===== src/ktt_pkg.sv =====
// shared types, widths and codes of the keyframe timeline tracker
package ktt_pkg;

  localparam int DEF_MAX_FRAMES = 64;
  localparam int DEF_TIME_BITS  = 32;

  localparam int REQ_W      = 2;
  localparam int IDX_W      = 6;
  localparam int END_W      = 32;
  localparam int DELTA_W    = 32;
  localparam int PLAY_W     = 16;
  localparam int FCNT_W     = 7;
  localparam int PROG_W     = 16;
  localparam int CFG_IDX_W  = 1;
  localparam int CFG_DATA_W = 16;

  typedef enum logic [REQ_W-1:0] {
    REQ_LOAD    = 2'd0,
    REQ_ADVANCE = 2'd1,
    REQ_RESTART = 2'd2,
    REQ_NOP     = 2'd3
  } req_e;

  typedef enum logic [CFG_IDX_W-1:0] {
    CFG_FRAME_COUNT = 1'b0,
    CFG_PLAY_TARGET = 1'b1
  } cfg_reg_e;

  typedef enum logic [4:0] {
    S_IDLE,
    S_DISPATCH,
    S_LAST_RD,
    S_LAST_CHK,
    S_DIV,
    S_WRAP,
    S_FS_RD,
    S_FS_CHK,
    S_B0_RD,
    S_B0_CHK,
    S_BS_RD,
    S_BS_CHK,
    S_P_LAST_RD,
    S_P_LAST_CHK,
    S_P_HI_RD,
    S_P_HI_CHK,
    S_P_LO_RD,
    S_P_LO_CHK,
    S_P_CALC,
    S_P_DIV,
    S_OUT
  } state_e;

  typedef enum logic [3:0] {
    OP_NONE,
    OP_ACCEPT,
    OP_EXEC,
    OP_DIV_WRAP,
    OP_APPLY_WRAP,
    OP_FP_INC,
    OP_FP_DEC,
    OP_FP_ZERO,
    OP_CAP_HI,
    OP_CAP_LO,
    OP_PROG_ZERO,
    OP_PROG_SAT,
    OP_DIV_PROG,
    OP_PROG_Q,
    OP_OUT
  } op_e;

  typedef enum logic [1:0] {
    A_ZERO,
    A_LAST,
    A_FP,
    A_FPM1
  } addr_sel_e;

  typedef struct packed {
    op_e       op;
    addr_sel_e addr;
  } cmd_t;

  typedef struct packed {
    logic in_valid;
    req_e req;
    logic go_move;
    logic rd_zero;
    logic wrap;
    logic div_busy;
    logic hit_end;
    logic back;
    logic gt_rd;
    logic fp_lt_last;
    logic fp_zero;
    logic num_le0;
    logic prog_sat;
    logic out_free;
  } status_t;

endpackage


===== src/ktt_in_if.sv =====
// input channel of the timeline tracker
interface ktt_in_if;
  logic                                valid;
  logic                                ready;
  logic [ktt_pkg::REQ_W-1:0]           req_type;
  logic [ktt_pkg::IDX_W-1:0]           frame_index;
  logic [ktt_pkg::END_W-1:0]           frame_end_time;
  logic signed [ktt_pkg::DELTA_W-1:0]  time_delta;
  logic [ktt_pkg::PLAY_W-1:0]          start_play_count;
  logic                                loop_forever;

  modport source (output valid, req_type, frame_index, frame_end_time, time_delta,
                  start_play_count, loop_forever, input ready);
  modport sink (input valid, req_type, frame_index, frame_end_time, time_delta,
                start_play_count, loop_forever, output ready);
endinterface


===== src/ktt_out_if.sv =====
// result channel of the timeline tracker
interface ktt_out_if;
  logic                         valid;
  logic                         ready;
  logic [ktt_pkg::IDX_W-1:0]    current_frame;
  logic [ktt_pkg::PLAY_W-1:0]   play_count;
  logic [ktt_pkg::PROG_W-1:0]   frame_progress;
  logic                         finished;

  modport source (output valid, current_frame, play_count, frame_progress, finished,
                  input ready);
  modport sink (input valid, current_frame, play_count, frame_progress, finished,
                output ready);
endinterface


===== src/ktt_ram.sv =====
// generic single write, single read ram with registered read
module ktt_ram #(
  parameter int WIDTH = 32,
  parameter int DEPTH = 64
) (
  input  logic                     clk_i,
  input  logic                     we_i,
  input  logic [$clog2(DEPTH)-1:0] waddr_i,
  input  logic [WIDTH-1:0]         wdata_i,
  input  logic [$clog2(DEPTH)-1:0] raddr_i,
  output logic [WIDTH-1:0]         rdata_o
);
  logic [WIDTH-1:0] mem_q [DEPTH];
  logic [WIDTH-1:0] rdata_q;

  always_ff @(posedge clk_i) begin
    if (we_i) begin
      mem_q[waddr_i] <= wdata_i;
    end
    rdata_q <= mem_q[raddr_i];
  end

  assign rdata_o = rdata_q;
endmodule


===== src/ktt_div.sv =====
// restoring divider, one quotient bit per cycle
module ktt_div #(
  parameter int DW = 48,
  parameter int VW = 32
) (
  input  logic          clk_i,
  input  logic          rst_ni,
  input  logic          start_i,
  input  logic [DW-1:0] dvd_i,
  input  logic [VW-1:0] dvs_i,
  output logic          busy_o,
  output logic [DW-1:0] quo_o,
  output logic [VW-1:0] rem_o
);
  localparam int CW = $clog2(DW + 1);

  logic          busy_q, busy_d;
  logic [CW-1:0] cnt_q, cnt_d;
  logic [DW-1:0] quo_q, quo_d;
  logic [VW-1:0] rem_q, rem_d;
  logic [VW-1:0] dvs_q, dvs_d;
  logic [VW:0]   trial;
  logic [VW:0]   diff;
  logic          ge;

  always_comb begin
    trial  = {rem_q, quo_q[DW-1]};
    diff   = trial - {1'b0, dvs_q};
    ge     = trial >= {1'b0, dvs_q};
    busy_d = busy_q;
    cnt_d  = cnt_q;
    quo_d  = quo_q;
    rem_d  = rem_q;
    dvs_d  = dvs_q;
    if (start_i) begin
      busy_d = 1'b1;
      cnt_d  = CW'(DW);
      quo_d  = dvd_i;
      rem_d  = '0;
      dvs_d  = dvs_i;
    end else if (busy_q) begin
      rem_d = ge ? diff[VW-1:0] : trial[VW-1:0];
      quo_d = {quo_q[DW-2:0], ge};
      cnt_d = cnt_q - CW'(1);
      if (cnt_q == CW'(1)) begin
        busy_d = 1'b0;
      end
    end
  end

  always_ff @(posedge clk_i or negedge rst_ni) begin
    if (!rst_ni) begin
      busy_q <= 1'b0;
      cnt_q  <= '0;
    end else begin
      busy_q <= busy_d;
      cnt_q  <= cnt_d;
    end
  end

  always_ff @(posedge clk_i) begin
    quo_q <= quo_d;
    rem_q <= rem_d;
    dvs_q <= dvs_d;
  end

  assign busy_o = busy_q;
  assign quo_o  = quo_q;
  assign rem_o  = rem_q;
endmodule


===== src/ktt_ctrl.sv =====
// sequencer of the timeline tracker
module ktt_ctrl (
  input  logic             clk_i,
  input  logic             rst_ni,
  input  ktt_pkg::status_t st_i,
  output ktt_pkg::cmd_t    cmd_o,
  output logic             in_ready_o
);
  ktt_pkg::state_e state_q, state_d;

  always_ff @(posedge clk_i or negedge rst_ni) begin
    if (!rst_ni) begin
      state_q <= ktt_pkg::S_IDLE;
    end else begin
      state_q <= state_d;
    end
  end

  always_comb begin
    state_d    = state_q;
    cmd_o.op   = ktt_pkg::OP_NONE;
    cmd_o.addr = ktt_pkg::A_ZERO;
    unique case (state_q)
      ktt_pkg::S_IDLE: begin
        if (st_i.in_valid) begin
          cmd_o.op = ktt_pkg::OP_ACCEPT;
          state_d  = ktt_pkg::S_DISPATCH;
        end
      end
      ktt_pkg::S_DISPATCH: begin
        cmd_o.op = ktt_pkg::OP_EXEC;
        if (st_i.req == ktt_pkg::REQ_ADVANCE && st_i.go_move) begin
          state_d = ktt_pkg::S_LAST_RD;
        end else begin
          state_d = ktt_pkg::S_P_LAST_RD;
        end
      end
      ktt_pkg::S_LAST_RD: begin
        cmd_o.addr = ktt_pkg::A_LAST;
        state_d    = ktt_pkg::S_LAST_CHK;
      end
      ktt_pkg::S_LAST_CHK: begin
        if (st_i.rd_zero) begin
          state_d = ktt_pkg::S_P_LAST_RD;
        end else if (st_i.wrap) begin
          cmd_o.op = ktt_pkg::OP_DIV_WRAP;
          state_d  = ktt_pkg::S_DIV;
        end else if (st_i.back) begin
          state_d = ktt_pkg::S_B0_RD;
        end else begin
          state_d = ktt_pkg::S_FS_RD;
        end
      end
      ktt_pkg::S_DIV: begin
        if (!st_i.div_busy) begin
          state_d = ktt_pkg::S_WRAP;
        end
      end
      ktt_pkg::S_WRAP: begin
        cmd_o.op = ktt_pkg::OP_APPLY_WRAP;
        if (st_i.hit_end) begin
          state_d = ktt_pkg::S_P_LAST_RD;
        end else if (st_i.back) begin
          state_d = ktt_pkg::S_B0_RD;
        end else begin
          state_d = ktt_pkg::S_FS_RD;
        end
      end
      ktt_pkg::S_FS_RD: begin
        cmd_o.addr = ktt_pkg::A_FP;
        state_d    = st_i.fp_lt_last ? ktt_pkg::S_FS_CHK : ktt_pkg::S_P_LAST_RD;
      end
      ktt_pkg::S_FS_CHK: begin
        if (st_i.gt_rd) begin
          cmd_o.op = ktt_pkg::OP_FP_INC;
          state_d  = ktt_pkg::S_FS_RD;
        end else begin
          state_d = ktt_pkg::S_P_LAST_RD;
        end
      end
      ktt_pkg::S_B0_RD: begin
        cmd_o.addr = ktt_pkg::A_ZERO;
        state_d    = ktt_pkg::S_B0_CHK;
      end
      ktt_pkg::S_B0_CHK: begin
        if (st_i.gt_rd) begin
          state_d = ktt_pkg::S_BS_RD;
        end else begin
          cmd_o.op = ktt_pkg::OP_FP_ZERO;
          state_d  = ktt_pkg::S_P_LAST_RD;
        end
      end
      ktt_pkg::S_BS_RD: begin
        cmd_o.addr = ktt_pkg::A_FPM1;
        state_d    = st_i.fp_zero ? ktt_pkg::S_P_LAST_RD : ktt_pkg::S_BS_CHK;
      end
      ktt_pkg::S_BS_CHK: begin
        if (!st_i.gt_rd) begin
          cmd_o.op = ktt_pkg::OP_FP_DEC;
          state_d  = ktt_pkg::S_BS_RD;
        end else begin
          state_d = ktt_pkg::S_P_LAST_RD;
        end
      end
      ktt_pkg::S_P_LAST_RD: begin
        cmd_o.addr = ktt_pkg::A_LAST;
        state_d    = ktt_pkg::S_P_LAST_CHK;
      end
      ktt_pkg::S_P_LAST_CHK: begin
        if (st_i.rd_zero) begin
          cmd_o.op = ktt_pkg::OP_PROG_ZERO;
          state_d  = ktt_pkg::S_OUT;
        end else begin
          state_d = ktt_pkg::S_P_HI_RD;
        end
      end
      ktt_pkg::S_P_HI_RD: begin
        cmd_o.addr = ktt_pkg::A_FP;
        state_d    = ktt_pkg::S_P_HI_CHK;
      end
      ktt_pkg::S_P_HI_CHK: begin
        cmd_o.op = ktt_pkg::OP_CAP_HI;
        state_d  = st_i.fp_zero ? ktt_pkg::S_P_CALC : ktt_pkg::S_P_LO_RD;
      end
      ktt_pkg::S_P_LO_RD: begin
        cmd_o.addr = ktt_pkg::A_FPM1;
        state_d    = ktt_pkg::S_P_LO_CHK;
      end
      ktt_pkg::S_P_LO_CHK: begin
        cmd_o.op = ktt_pkg::OP_CAP_LO;
        state_d  = ktt_pkg::S_P_CALC;
      end
      ktt_pkg::S_P_CALC: begin
        if (st_i.num_le0) begin
          cmd_o.op = ktt_pkg::OP_PROG_ZERO;
          state_d  = ktt_pkg::S_OUT;
        end else if (st_i.prog_sat) begin
          cmd_o.op = ktt_pkg::OP_PROG_SAT;
          state_d  = ktt_pkg::S_OUT;
        end else begin
          cmd_o.op = ktt_pkg::OP_DIV_PROG;
          state_d  = ktt_pkg::S_P_DIV;
        end
      end
      ktt_pkg::S_P_DIV: begin
        if (!st_i.div_busy) begin
          cmd_o.op = ktt_pkg::OP_PROG_Q;
          state_d  = ktt_pkg::S_OUT;
        end
      end
      ktt_pkg::S_OUT: begin
        if (st_i.out_free) begin
          cmd_o.op = ktt_pkg::OP_OUT;
          state_d  = ktt_pkg::S_IDLE;
        end
      end
      default: begin
        state_d = ktt_pkg::S_IDLE;
      end
    endcase
  end

  assign in_ready_o = (state_q == ktt_pkg::S_IDLE);

  a_div_hold: assert property (@(posedge clk_i) disable iff (!rst_ni)
    (state_q == ktt_pkg::S_DIV && st_i.div_busy) |=> (state_q == ktt_pkg::S_DIV))
    else $error("wrap division left before the divider finished");

  a_div_idle: assert property (@(posedge clk_i) disable iff (!rst_ni)
    (cmd_o.op == ktt_pkg::OP_DIV_WRAP || cmd_o.op == ktt_pkg::OP_DIV_PROG) |-> !st_i.div_busy)
    else $error("divider started while busy");

  a_accept: assert property (@(posedge clk_i) disable iff (!rst_ni)
    (st_i.in_valid && in_ready_o) |=> (state_q == ktt_pkg::S_DISPATCH))
    else $error("accepted transaction not dispatched");

  a_out_free: assert property (@(posedge clk_i) disable iff (!rst_ni)
    (cmd_o.op == ktt_pkg::OP_OUT) |-> st_i.out_free)
    else $error("result register overwritten while occupied");
endmodule


===== src/ktt_dp.sv =====
// datapath: state registers, frame table, shared divider, result register
module ktt_dp #(
  parameter int MAX_FRAMES = ktt_pkg::DEF_MAX_FRAMES,
  parameter int TIME_BITS  = ktt_pkg::DEF_TIME_BITS
) (
  input  logic                                clk_i,
  input  logic                                rst_ni,
  input  logic                                cfg_we_i,
  input  logic [ktt_pkg::CFG_IDX_W-1:0]       cfg_idx_i,
  input  logic [ktt_pkg::CFG_DATA_W-1:0]      cfg_data_i,
  input  logic                                in_valid_i,
  input  logic [ktt_pkg::REQ_W-1:0]           req_type_i,
  input  logic [ktt_pkg::IDX_W-1:0]           frame_index_i,
  input  logic [ktt_pkg::END_W-1:0]           frame_end_time_i,
  input  logic signed [ktt_pkg::DELTA_W-1:0]  time_delta_i,
  input  logic [ktt_pkg::PLAY_W-1:0]          start_play_count_i,
  input  logic                                loop_forever_i,
  output logic                                out_valid_o,
  input  logic                                out_ready_i,
  output logic [ktt_pkg::IDX_W-1:0]           current_frame_o,
  output logic [ktt_pkg::PLAY_W-1:0]          play_count_o,
  output logic [ktt_pkg::PROG_W-1:0]          frame_progress_o,
  output logic                                finished_o,
  input  ktt_pkg::cmd_t                       cmd_i,
  output ktt_pkg::status_t                    st_o
);
  localparam int FW   = $clog2(MAX_FRAMES);
  localparam int AW   = TIME_BITS + 8;
  localparam int DW   = TIME_BITS + 16;
  localparam int SUMW = ((AW > ktt_pkg::DELTA_W) ? AW : ktt_pkg::DELTA_W) + 1;
  localparam int CNTW = ($clog2(MAX_FRAMES + 1) > ktt_pkg::FCNT_W) ?
                        $clog2(MAX_FRAMES + 1) : ktt_pkg::FCNT_W;
  localparam int IXW  = (FW > ktt_pkg::IDX_W) ? FW : ktt_pkg::IDX_W;
  localparam int EW   = (TIME_BITS > ktt_pkg::END_W) ? TIME_BITS : ktt_pkg::END_W;
  localparam int PW   = ktt_pkg::PLAY_W;
  localparam logic signed [AW-1:0] ANIM_MAX = {1'b0, {(AW-1){1'b1}}};
  localparam logic signed [AW-1:0] ANIM_MIN = {1'b1, {(AW-1){1'b0}}};

  // configuration
  logic [ktt_pkg::FCNT_W-1:0] fcount_q;
  logic [PW-1:0]              target_q;

  // accepted item
  ktt_pkg::req_e                       req_q;
  logic [ktt_pkg::IDX_W-1:0]           idx_q;
  logic [ktt_pkg::END_W-1:0]           endt_q;
  logic signed [ktt_pkg::DELTA_W-1:0]  delta_q;
  logic [PW-1:0]                       spc_q;
  logic                                loop_q;

  // timeline state
  logic signed [AW-1:0] anim_q, anim_d;
  logic [FW-1:0]        fp_q, fp_d;
  logic [PW-1:0]        plays_q, plays_d;
  logic                 endless_q, endless_d;
  logic                 back_q, back_d;
  logic                 out_valid_q, out_valid_d;

  logic [TIME_BITS-1:0] last_q, hi_q, lo_q;
  logic [ktt_pkg::PROG_W-1:0] prog_q;
  logic [ktt_pkg::IDX_W-1:0]  out_frame_q;
  logic [PW-1:0]              out_plays_q;
  logic [ktt_pkg::PROG_W-1:0] out_prog_q;
  logic                       out_fin_q;

  // frame count in use
  logic [CNTW-1:0] fc_ext, cnt, cnt_m1;
  logic [FW-1:0]   last_idx;

  always_comb begin
    fc_ext = CNTW'(fcount_q);
    if (fc_ext == '0) begin
      cnt = CNTW'(1);
    end else if (fc_ext > CNTW'(MAX_FRAMES)) begin
      cnt = CNTW'(MAX_FRAMES);
    end else begin
      cnt = fc_ext;
    end
    cnt_m1   = cnt - CNTW'(1);
    last_idx = cnt_m1[FW-1:0];
  end

  // frame table
  logic [IXW-1:0]       idx_ext;
  logic                 idx_ok;
  logic [EW-1:0]        endt_ext;
  logic                 ram_we;
  logic [FW-1:0]        raddr;
  logic [TIME_BITS-1:0] rdata;

  assign idx_ext  = IXW'(idx_q);
  assign idx_ok   = {1'b0, idx_ext} < (IXW+1)'(MAX_FRAMES);
  assign endt_ext = EW'(endt_q);
  assign ram_we   = (cmd_i.op == ktt_pkg::OP_EXEC) && (req_q == ktt_pkg::REQ_LOAD) && idx_ok;

  always_comb begin
    unique case (cmd_i.addr)
      ktt_pkg::A_LAST: raddr = last_idx;
      ktt_pkg::A_FP:   raddr = fp_q;
      ktt_pkg::A_FPM1: raddr = fp_q - FW'(1);
      default:         raddr = '0;
    endcase
  end

  ktt_ram #(
    .WIDTH (TIME_BITS),
    .DEPTH (MAX_FRAMES)
  ) u_ram (
    .clk_i   (clk_i),
    .we_i    (ram_we),
    .waddr_i (idx_ext[FW-1:0]),
    .wdata_i (endt_ext[TIME_BITS-1:0]),
    .raddr_i (raddr),
    .rdata_o (rdata)
  );

  // comparisons against table data
  logic signed [AW:0] anim_s, rd_s, lo_s, num_s, den_ext;
  logic signed [TIME_BITS:0] den_s;
  logic gt_rd;

  assign anim_s  = {anim_q[AW-1], anim_q};
  assign rd_s    = $signed({{(AW+1-TIME_BITS){1'b0}}, rdata});
  assign lo_s    = $signed({{(AW+1-TIME_BITS){1'b0}}, lo_q});
  assign gt_rd   = anim_s > rd_s;
  assign num_s   = anim_s - lo_s;
  assign den_s   = $signed({1'b0, hi_q}) - $signed({1'b0, lo_q});
  assign den_ext = (AW+1)'(den_s);

  // saturating advance
  logic signed [SUMW-1:0] sum_s;
  logic signed [AW-1:0]   anim_sat;
  logic d_pos, d_neg;

  always_comb begin
    sum_s = SUMW'(anim_q) + SUMW'(delta_q);
    if (sum_s > SUMW'(ANIM_MAX)) begin
      anim_sat = ANIM_MAX;
    end else if (sum_s < SUMW'(ANIM_MIN)) begin
      anim_sat = ANIM_MIN;
    end else begin
      anim_sat = $signed(sum_s[AW-1:0]);
    end
  end

  assign d_pos = !delta_q[ktt_pkg::DELTA_W-1] && (delta_q != '0);
  assign d_neg = delta_q[ktt_pkg::DELTA_W-1];

  // shared divider: wrap count or progress fraction
  logic          div_start, div_busy;
  logic [DW-1:0] dvd, quo, anim_dw;
  logic [TIME_BITS-1:0] dvs, rem;

  assign anim_dw   = DW'(anim_q);
  assign div_start = (cmd_i.op == ktt_pkg::OP_DIV_WRAP) || (cmd_i.op == ktt_pkg::OP_DIV_PROG);

  always_comb begin
    if (cmd_i.op == ktt_pkg::OP_DIV_PROG) begin
      dvd = {num_s[TIME_BITS-1:0], {ktt_pkg::PROG_W{1'b0}}};
      dvs = den_s[TIME_BITS-1:0];
    end else if (back_q) begin
      dvd = DW'(0) - anim_dw + DW'(rdata) - DW'(1);
      dvs = rdata;
    end else begin
      dvd = anim_dw - DW'(1);
      dvs = rdata;
    end
  end

  ktt_div #(
    .DW (DW),
    .VW (TIME_BITS)
  ) u_div (
    .clk_i   (clk_i),
    .rst_ni  (rst_ni),
    .start_i (div_start),
    .dvd_i   (dvd),
    .dvs_i   (dvs),
    .busy_o  (div_busy),
    .quo_o   (quo),
    .rem_o   (rem)
  );

  // play counting after a wrap
  logic [DW:0] play_sum;
  logic        hit_fwd, hit_bwd;

  assign play_sum = (DW+1)'(plays_q) + (DW+1)'(quo);
  assign hit_fwd  = !endless_q && (play_sum >= (DW+1)'(target_q));
  assign hit_bwd  = !endless_q && (quo >= DW'(plays_q));

  // next state of the timeline
  always_comb begin
    anim_d      = anim_q;
    fp_d        = fp_q;
    plays_d     = plays_q;
    endless_d   = endless_q;
    back_d      = back_q;
    out_valid_d = out_valid_q;
    if (out_valid_q && out_ready_i) begin
      out_valid_d = 1'b0;
    end
    case (cmd_i.op)
      ktt_pkg::OP_ACCEPT: begin
        if (fp_q > last_idx) begin
          fp_d = last_idx;
        end
      end
      ktt_pkg::OP_EXEC: begin
        case (req_q)
          ktt_pkg::REQ_ADVANCE: begin
            anim_d = anim_sat;
            if (d_pos) begin
              back_d = 1'b0;
            end else if (d_neg) begin
              back_d = 1'b1;
            end
          end
          ktt_pkg::REQ_RESTART: begin
            plays_d   = spc_q;
            endless_d = loop_q;
            anim_d    = '0;
            fp_d      = '0;
            back_d    = 1'b0;
          end
          default: begin
          end
        endcase
      end
      ktt_pkg::OP_APPLY_WRAP: begin
        if (back_q) begin
          if (hit_bwd) begin
            plays_d = '0;
            fp_d    = '0;
            anim_d  = '0;
          end else begin
            if (!endless_q) begin
              plays_d = plays_q - quo[PW-1:0];
            end
            anim_d = $signed(AW'(last_q) - AW'(rem) - AW'(1));
            fp_d   = last_idx;
          end
        end else begin
          if (hit_fwd) begin
            plays_d = target_q;
            fp_d    = last_idx;
            anim_d  = $signed(AW'(last_q));
          end else begin
            if (!endless_q) begin
              plays_d = play_sum[PW-1:0];
            end
            anim_d = $signed(AW'(rem) + AW'(1));
            fp_d   = '0;
          end
        end
      end
      ktt_pkg::OP_FP_INC:  fp_d = fp_q + FW'(1);
      ktt_pkg::OP_FP_DEC:  fp_d = fp_q - FW'(1);
      ktt_pkg::OP_FP_ZERO: fp_d = '0;
      ktt_pkg::OP_OUT:     out_valid_d = 1'b1;
      default: begin
      end
    endcase
  end

  always_ff @(posedge clk_i or negedge rst_ni) begin
    if (!rst_ni) begin
      fcount_q    <= ktt_pkg::FCNT_W'(1);
      target_q    <= PW'(1);
      anim_q      <= '0;
      fp_q        <= '0;
      plays_q     <= '0;
      endless_q   <= 1'b0;
      back_q      <= 1'b0;
      out_valid_q <= 1'b0;
    end else begin
      if (cfg_we_i) begin
        unique case (ktt_pkg::cfg_reg_e'(cfg_idx_i))
          ktt_pkg::CFG_FRAME_COUNT: fcount_q <= cfg_data_i[ktt_pkg::FCNT_W-1:0];
          ktt_pkg::CFG_PLAY_TARGET: target_q <= cfg_data_i[PW-1:0];
          default: begin
          end
        endcase
      end
      anim_q      <= anim_d;
      fp_q        <= fp_d;
      plays_q     <= plays_d;
      endless_q   <= endless_d;
      back_q      <= back_d;
      out_valid_q <= out_valid_d;
    end
  end

  // payload registers
  logic [IXW-1:0] fp_ext;
  assign fp_ext = IXW'(fp_q);

  always_ff @(posedge clk_i) begin
    if (cmd_i.op == ktt_pkg::OP_ACCEPT) begin
      req_q   <= ktt_pkg::req_e'(req_type_i);
      idx_q   <= frame_index_i;
      endt_q  <= frame_end_time_i;
      delta_q <= time_delta_i;
      spc_q   <= start_play_count_i;
      loop_q  <= loop_forever_i;
    end
    if (cmd_i.op == ktt_pkg::OP_DIV_WRAP) begin
      last_q <= rdata;
    end
    if (cmd_i.op == ktt_pkg::OP_CAP_HI) begin
      hi_q <= rdata;
      lo_q <= '0;
    end
    if (cmd_i.op == ktt_pkg::OP_CAP_LO) begin
      lo_q <= rdata;
    end
    case (cmd_i.op)
      ktt_pkg::OP_PROG_ZERO: prog_q <= '0;
      ktt_pkg::OP_PROG_SAT:  prog_q <= '1;
      ktt_pkg::OP_PROG_Q:    prog_q <= (|quo[DW-1:ktt_pkg::PROG_W]) ? '1 :
                                       quo[ktt_pkg::PROG_W-1:0];
      default: begin
      end
    endcase
    if (cmd_i.op == ktt_pkg::OP_OUT) begin
      out_frame_q <= fp_ext[ktt_pkg::IDX_W-1:0];
      out_plays_q <= plays_q;
      out_prog_q  <= prog_q;
      out_fin_q   <= !endless_q && (back_q ? (plays_q == '0) : (plays_q == target_q));
    end
  end

  // status to the sequencer
  always_comb begin
    st_o.in_valid   = in_valid_i;
    st_o.req        = req_q;
    st_o.go_move    = (d_pos && (endless_q || plays_q != target_q)) ||
                      (d_neg && (endless_q || plays_q != '0));
    st_o.rd_zero    = (rdata == '0);
    st_o.wrap       = back_q ? anim_q[AW-1] : gt_rd;
    st_o.div_busy   = div_busy;
    st_o.hit_end    = back_q ? hit_bwd : hit_fwd;
    st_o.back       = back_q;
    st_o.gt_rd      = gt_rd;
    st_o.fp_lt_last = fp_q < last_idx;
    st_o.fp_zero    = (fp_q == '0);
    st_o.num_le0    = num_s[AW] || (num_s == '0);
    st_o.prog_sat   = den_s[TIME_BITS] || (den_s == '0) || (num_s >= den_ext);
    st_o.out_free   = !out_valid_q || out_ready_i;
  end

  assign out_valid_o      = out_valid_q;
  assign current_frame_o  = out_frame_q;
  assign play_count_o     = out_plays_q;
  assign frame_progress_o = out_prog_q;
  assign finished_o       = out_fin_q;
endmodule


===== src/keyframe_timeline_tracker.sv =====
// keyframe animation timeline tracker, top level
// each transaction is accepted, dispatched, then runs the progress steps (last end
// time read, frame end reads and, unless zero or saturated, the progress division)
// before the result; advance items that move first read the last end time and then
// run a wrap division if needed and a frame search; one transaction in work at a time
// reset clears timeline state and registers (frame_count 1, play_target 1); table is unset
module keyframe_timeline_tracker #(
  parameter int MAX_FRAMES = ktt_pkg::DEF_MAX_FRAMES,
  parameter int TIME_BITS  = ktt_pkg::DEF_TIME_BITS
) (
  input  logic                           clk_i,
  input  logic                           rst_ni,
  input  logic                           cfg_we_i,
  input  logic [ktt_pkg::CFG_IDX_W-1:0]  cfg_idx_i,
  input  logic [ktt_pkg::CFG_DATA_W-1:0] cfg_data_i,
  ktt_in_if.sink                         in_i,
  ktt_out_if.source                      out_o
);
  // command and status between sequencer and datapath
  ktt_pkg::cmd_t    cmd;
  ktt_pkg::status_t st;

  // sequencer: walks wrap, frame search and progress steps per transaction
  ktt_ctrl u_ctrl (
    .clk_i      (clk_i),
    .rst_ni     (rst_ni),
    .st_i       (st),
    .cmd_o      (cmd),
    .in_ready_o (in_i.ready)
  );

  // datapath: table ram, shared divider and result register
  ktt_dp #(
    .MAX_FRAMES (MAX_FRAMES),
    .TIME_BITS  (TIME_BITS)
  ) u_dp (
    .clk_i              (clk_i),
    .rst_ni             (rst_ni),
    .cfg_we_i           (cfg_we_i),
    .cfg_idx_i          (cfg_idx_i),
    .cfg_data_i         (cfg_data_i),
    .in_valid_i         (in_i.valid),
    .req_type_i         (in_i.req_type),
    .frame_index_i      (in_i.frame_index),
    .frame_end_time_i   (in_i.frame_end_time),
    .time_delta_i       (in_i.time_delta),
    .start_play_count_i (in_i.start_play_count),
    .loop_forever_i     (in_i.loop_forever),
    .out_valid_o        (out_o.valid),
    .out_ready_i        (out_o.ready),
    .current_frame_o    (out_o.current_frame),
    .play_count_o       (out_o.play_count),
    .frame_progress_o   (out_o.frame_progress),
    .finished_o         (out_o.finished),
    .cmd_i              (cmd),
    .st_o               (st)
  );
endmodule


===== src/flat_wrapper.sv =====
// flat-port wrapper written by rule: the top's interface ports become plain ports
module keyframe_timeline_tracker_flat 
#(
  parameter int MAX_FRAMES = ktt_pkg::DEF_MAX_FRAMES,
  parameter int TIME_BITS  = ktt_pkg::DEF_TIME_BITS
)
  (clk_i, rst_ni, cfg_we_i, cfg_idx_i, cfg_data_i, in_i_valid, in_i_req_type, in_i_frame_index, in_i_frame_end_time, in_i_time_delta, in_i_start_play_count, in_i_loop_forever, in_i_ready, out_o_valid, out_o_current_frame, out_o_play_count, out_o_frame_progress, out_o_finished, out_o_ready);
  ktt_in_if in_i_i ();
  ktt_out_if out_o_i ();
  input  logic clk_i;
  input  logic rst_ni;
  input  logic cfg_we_i;
  input  logic [ktt_pkg::CFG_IDX_W-1:0] cfg_idx_i;
  input  logic [ktt_pkg::CFG_DATA_W-1:0] cfg_data_i;
  input wire logic [$bits(in_i_i.valid)-1:0] in_i_valid;
  input wire logic [$bits(in_i_i.req_type)-1:0] in_i_req_type;
  input wire logic [$bits(in_i_i.frame_index)-1:0] in_i_frame_index;
  input wire logic [$bits(in_i_i.frame_end_time)-1:0] in_i_frame_end_time;
  input wire logic [$bits(in_i_i.time_delta)-1:0] in_i_time_delta;
  input wire logic [$bits(in_i_i.start_play_count)-1:0] in_i_start_play_count;
  input wire logic [$bits(in_i_i.loop_forever)-1:0] in_i_loop_forever;
  output wire logic [$bits(in_i_i.ready)-1:0] in_i_ready;
  output wire logic [$bits(out_o_i.valid)-1:0] out_o_valid;
  output wire logic [$bits(out_o_i.current_frame)-1:0] out_o_current_frame;
  output wire logic [$bits(out_o_i.play_count)-1:0] out_o_play_count;
  output wire logic [$bits(out_o_i.frame_progress)-1:0] out_o_frame_progress;
  output wire logic [$bits(out_o_i.finished)-1:0] out_o_finished;
  input wire logic [$bits(out_o_i.ready)-1:0] out_o_ready;
  assign in_i_i.valid = in_i_valid;
  assign in_i_i.req_type = in_i_req_type;
  assign in_i_i.frame_index = in_i_frame_index;
  assign in_i_i.frame_end_time = in_i_frame_end_time;
  assign in_i_i.time_delta = in_i_time_delta;
  assign in_i_i.start_play_count = in_i_start_play_count;
  assign in_i_i.loop_forever = in_i_loop_forever;
  assign in_i_ready = in_i_i.ready;
  assign out_o_valid = out_o_i.valid;
  assign out_o_current_frame = out_o_i.current_frame;
  assign out_o_play_count = out_o_i.play_count;
  assign out_o_frame_progress = out_o_i.frame_progress;
  assign out_o_finished = out_o_i.finished;
  assign out_o_i.ready = out_o_ready;
  keyframe_timeline_tracker #(.MAX_FRAMES(MAX_FRAMES), .TIME_BITS(TIME_BITS)) u_core (.clk_i(clk_i), .rst_ni(rst_ni), .cfg_we_i(cfg_we_i), .cfg_idx_i(cfg_idx_i), .cfg_data_i(cfg_data_i), .in_i(in_i_i), .out_o(out_o_i));
endmodule

===== config.mk =====
export PLATFORM = sky130hd
export DESIGN_NAME = keyframe_timeline_tracker_flat
export DESIGN_NICKNAME = d
export VERILOG_FILES = /design/src/ktt_pkg.sv /design/src/ktt_in_if.sv /design/src/ktt_out_if.sv /design/src/ktt_ram.sv /design/src/ktt_div.sv /design/src/ktt_ctrl.sv /design/src/ktt_dp.sv /design/src/keyframe_timeline_tracker.sv /design/src/flat_wrapper.sv
export SDC_FILE = /design/constraint.sdc
export NUM_CORES = 2
export LEC_CHECK = 0
export BUFFER_PORTS_ARGS = -buffer_cell sky130_fd_sc_hd__buf_4
export CAP_MARGIN = 15
export CORE_MARGIN = 2
export CORE_UTILIZATION = 64
export DETAILED_ROUTE_END_ITERATION = 8
export PLACE_DENSITY = 0.83
export SETUP_SLACK_MARGIN = 0.2
export SLEW_MARGIN = 15
export SYNTH_ARGS = -nofsm -noshare
export SYNTH_HDL_FRONTEND = slang
export SYNTH_SLANG_ARGS = --single-unit

===== constraint.sdc =====
create_clock -name clk_i -period 9.2 [get_ports clk_i]
set_clock_uncertainty 0.15 [all_clocks]
set_input_delay 0.46 -clock clk_i [delete_from_list [all_inputs] [get_ports clk_i]]
set_output_delay 0.46 -clock clk_i [all_outputs]
set_load 0.01 [all_outputs]

==> flow_summary_export.csv <==
group,metric,value,unit
outcome,status,"finished with violations",
outcome,violations,"DRC, capacitance limit, slew limit",
layout,postLayoutCellArea,134000,µm²
die,boundaryPins,152,
die,die_area,192000,µm²
placement,dpl-instance-area,125000,µm²
sta,maxSlewHeadroom,-0.000298,
die,rows,159,
clocking,htree_levels,4,
clocking,cts_tree,"yes",
clocking,cts.reportedPaths.clkPinSlew,60,ps
synth,synth_cell_type_count,105,
synth,synth_ff_type,"edfxtp_1",
route,drt_pass1_iterations,9,
layout,final_layout_size_suffix_gt1_frac,0.0929,
worst_hold_path,hold_path_end,"u_core.u_dp.endt_ext[13]",
clocking,cts.sinks,2532,
route,route.detailed.drc,1,
critical_path,cp-end-kind,"flop",
critical_path,start_kind,"flop",
sta,whs,112,ps
placement,port_buffers,151,
sta,period_needed,7980,ps
layout,final_nets,10600,
sta,worst_slew_pin_slew,1490,ps
sta,fmax,125,MHz
clocking,clk_latency,910,ps
grt,grt_pass1_wl,557000,µm
critical_path,required,9530,ps
worst_hold_path,hold_start,"in_i_frame_end_time[13]",
synth,synth-edff-count,2368,
route,drt_wl_total,383000,µm
layout,area_growth,11.4,%
layout,multi_input_area,42500,µm²
synth,synthCells,10100,
critical_path,reg2regPathDepth,23,
critical_path,slowest_delay,560,ps
critical_path,crit_buf_inv,3,
synth,synth.avg_cell_area,12.0,µm²
grt,antenna_found_initial,16,
critical_path,rr_startpoint,"u_core.u_dp.hi_q[0]",
clocking,post-cts-setup-buffer-count,0,
route,vias,89200,
sta,timing.final.crit_share,0.868,
route,antenna_left,0,
route,wl_per_cell,29.7,µm
placement,gp_congestion,1.05,
critical_path,ff2ff_setup_slack,1220,ps
route,detail_route.vias_per_cell,6.92,
critical_path,critical-path-top-delay-family,"compound AO/OA/AOI/OAI gates",
layout,utilization,0.716,
synth,synth_fp_nets,10500,
layout,seq_area,74900,µm²
critical_path,critPathMaxFanout,26,
sta,final_max_slew_viol_count,1,
die,die_y,438,µm
die,start_util,0.643,
sta,tns,0,ps
sta,hold_viol_final,0,
critical_path,path_class,"reg -> reg",
synth,synth.cell_area,120000,µm²
synth,ys_warn_count,0,
grt,grt_pass1_vias,86100,
critical_path,worst_ep_arrival_time,8320,ps
synth,async_flop_share,0.0395,
synth,synth-seq-area-share,0.622,
grt,grt_max_degree,185,
worst_hold_path,whs_path_depth,2,
worst_hold_path,hold_class,"in -> reg",
critical_path,r2r-end,"u_core.u_dp.u_div.quo_o[38]",
sta,rsz0062_at_grt,"false",
flow_run,max_cap_violations,1,
layout,num-fill-cells,12100,
grt,grt_overflow_total,0,
die,die_w,438,µm
placement,dpl.hpwl,241000,µm
die,core,187000,µm²
grt,grt_usage,0.393,
critical_path,worst_path_most_repeated_cell,"a21o_1",
synth,synth_seq_cells,2532,
clocking,cts_root_buf,"clkbuf_16",
clocking,clock_path_buffers,3,
sta,setup_viol,0,
clocking,numCtsBuffers,241,
critical_path,slowest_stage,"xor2_1",
route,drtIter0Drc,13200,
critical_path,crit_chain,"inv_1, ha_1, inv_1, fa_1, a211oi_1, o21ai_0, a311oi_1, a31oi_1, o41ai_1, xor2_1, ha_1, a21o_1, a21o_1, a21o_1, a21o_1, a21o_1, a21o_1, a2111oi_0, o221ai_1, a41oi_1, o211a_1, or3_2, buf_4",
==> per-stage QoR <==
stage,setup WS (ps),cells
after floorplan,2070,10100
after global placement,1550,12300
after detailed placement,1440,12300
after CTS,1330,12900
after global routing,809,12900
final,1220,12900
==> routing by layer <==
metal | vias to the layer above | global-route usage | share of wire
met3 | 1236 | 0.0665 | 0.098
met5 | - | 0 | 0.000089
li1 | 38400 | - | -
met2 | 5863 | 0.628 | 0.47
met4 | 6 | 0.248 | 0.073
met1 | 43700 | 0.505 | 0.36
==> Yosys cell counts, types with 32 or more instances <==
library cell     n  share of area
edfxtp_1      2368           0.59
nand2_1       1347          0.042
a211oi_1       803          0.050
clkbuf_1       585          0.018
a21oi_1        561          0.023
and2_1         548          0.028
nor2_1         449          0.014
ha_1           348          0.036
inv_1          321          0.010
a31oi_1        310          0.016
a311oi_1       271          0.020
o21ai_0        262          0.011
xnor2_1        182          0.013
nand3_1        137         0.0057
a21o_1         126         0.0079
xor2_1         110         0.0080
nor3_1         107         0.0044
dfrtp_1         98          0.020
nor4_1          72         0.0037
nand4_1         69         0.0036
dfxtp_1         64          0.011
o21a_1          55         0.0034
and3_1          52         0.0027
nand2b_1        52         0.0027
nor2b_1         52         0.0027
mux2i_1         51         0.0042
o211ai_1        46         0.0029
mux2_2          44         0.0041
or3_1           41         0.0021
o21bai_1        36         0.0022
buf_1           32         0.0010
==> placed cells by master, fill, tap and decap left out, types with 244 or more instances in the layout <==
| cell type | Yosys | final |
|---|---|---|
| ha_1 | 348 | 348 |
| a31oi_1 | 310 | 309 |
| and2_1 | 548 | 546 |
| inv_1 | 321 | 321 |
| a311oi_1 | 271 | 271 |
| edfxtp_1 | 2368 | 2368 |
| clkbuf_16 | 0 | 244 |
| nor2_1 | 449 | 380 |
| a211oi_1 | 803 | 798 |
| a21oi_1 | 561 | 560 |
| buf_4 | 1 | 353 |
| nand2_1 | 1347 | 1347 |
| o21ai_0 | 262 | 261 |
==> cell families after synthesis <==
logic type      synth area share
compound gates             0.160
xor+xnor                  0.0212
fa+ha+maj                 0.0376
buf+inv                   0.0304
flops                      0.622
mux                      0.00920
simple gates               0.120
==> timing repair <==
item	CTS	global route
hold buffers	112	0
setup endpoints to repair	0	0
resized for setup	0	0
hold endpoints to repair	159	0
==> final cells by class <==
| class | instances | area share |
|---|---|---|
| inverter | 323 | 0.00904 |
| antenna | 8 | 0.000149 |
| clock inverter | 172 | 0.0133 |
| timing repair buffer | 492 | 0.0322 |
| clock buffer | 280 | 0.0466 |
| sequential | 2532 | 0.558 |
| tap | 2495 | 0.0233 |
| multi-input combinational | 6582 | 0.317 |
==> worst max path at each step <==
stage | from | to | slack (ps) | depth (start not counted)
floorplan | u_core.u_dp.hi_q[0] | u_core.u_dp.u_div.quo_o[0] | 2070 | 24
global placement | u_core.u_dp.hi_q[0] | u_core.u_dp.u_div.quo_o[34] | 1550 | 27
detailed placement | u_core.u_dp.hi_q[0] | u_core.u_dp.u_div.quo_o[34] | 1440 | 27
CTS | u_core.u_dp.hi_q[0] | u_core.u_dp.u_div.quo_o[38] | 1330 | 23
global route | u_core.u_dp.hi_q[0] | u_core.u_dp.u_div.quo_o[30] | 810 | 23
finish | u_core.u_dp.hi_q[0] | u_core.u_dp.u_div.quo_o[38] | 1220 | 23
==> registers in the layout, summed over array words and instances, names as in the netlist, 7 cells and up <==
register                      count
u_core.u_dp.hi_q                 32
u_core.u_dp.delta_q              32
u_core.u_dp.u_div.dvs_q          32
u_core.u_dp.spc_q                16
u_core.u_dp.last_q               32
u_core.u_dp.u_div.rem_o          32
u_core.u_dp.frame_progress_o     16
u_core.u_dp.target_q             16
u_core.u_dp.fc_ext                7
u_core.u_dp.u_ram.rdata_o        32
u_core.u_dp.plays_q              16
u_core.u_dp.prog_q               16
u_core.u_dp.endt_ext             32
u_core.u_dp.anim_q               40
u_core.u_dp.lo_q                 32
u_core.u_dp.u_div.quo_o          48
u_core.u_dp.play_count_o         16
u_core.u_dp.u_ram.mem_q        2048
Power is left out: the tool's default activity adds up to more than one toggle a clock period on the data nets, which glitch-free logic cannot reach.
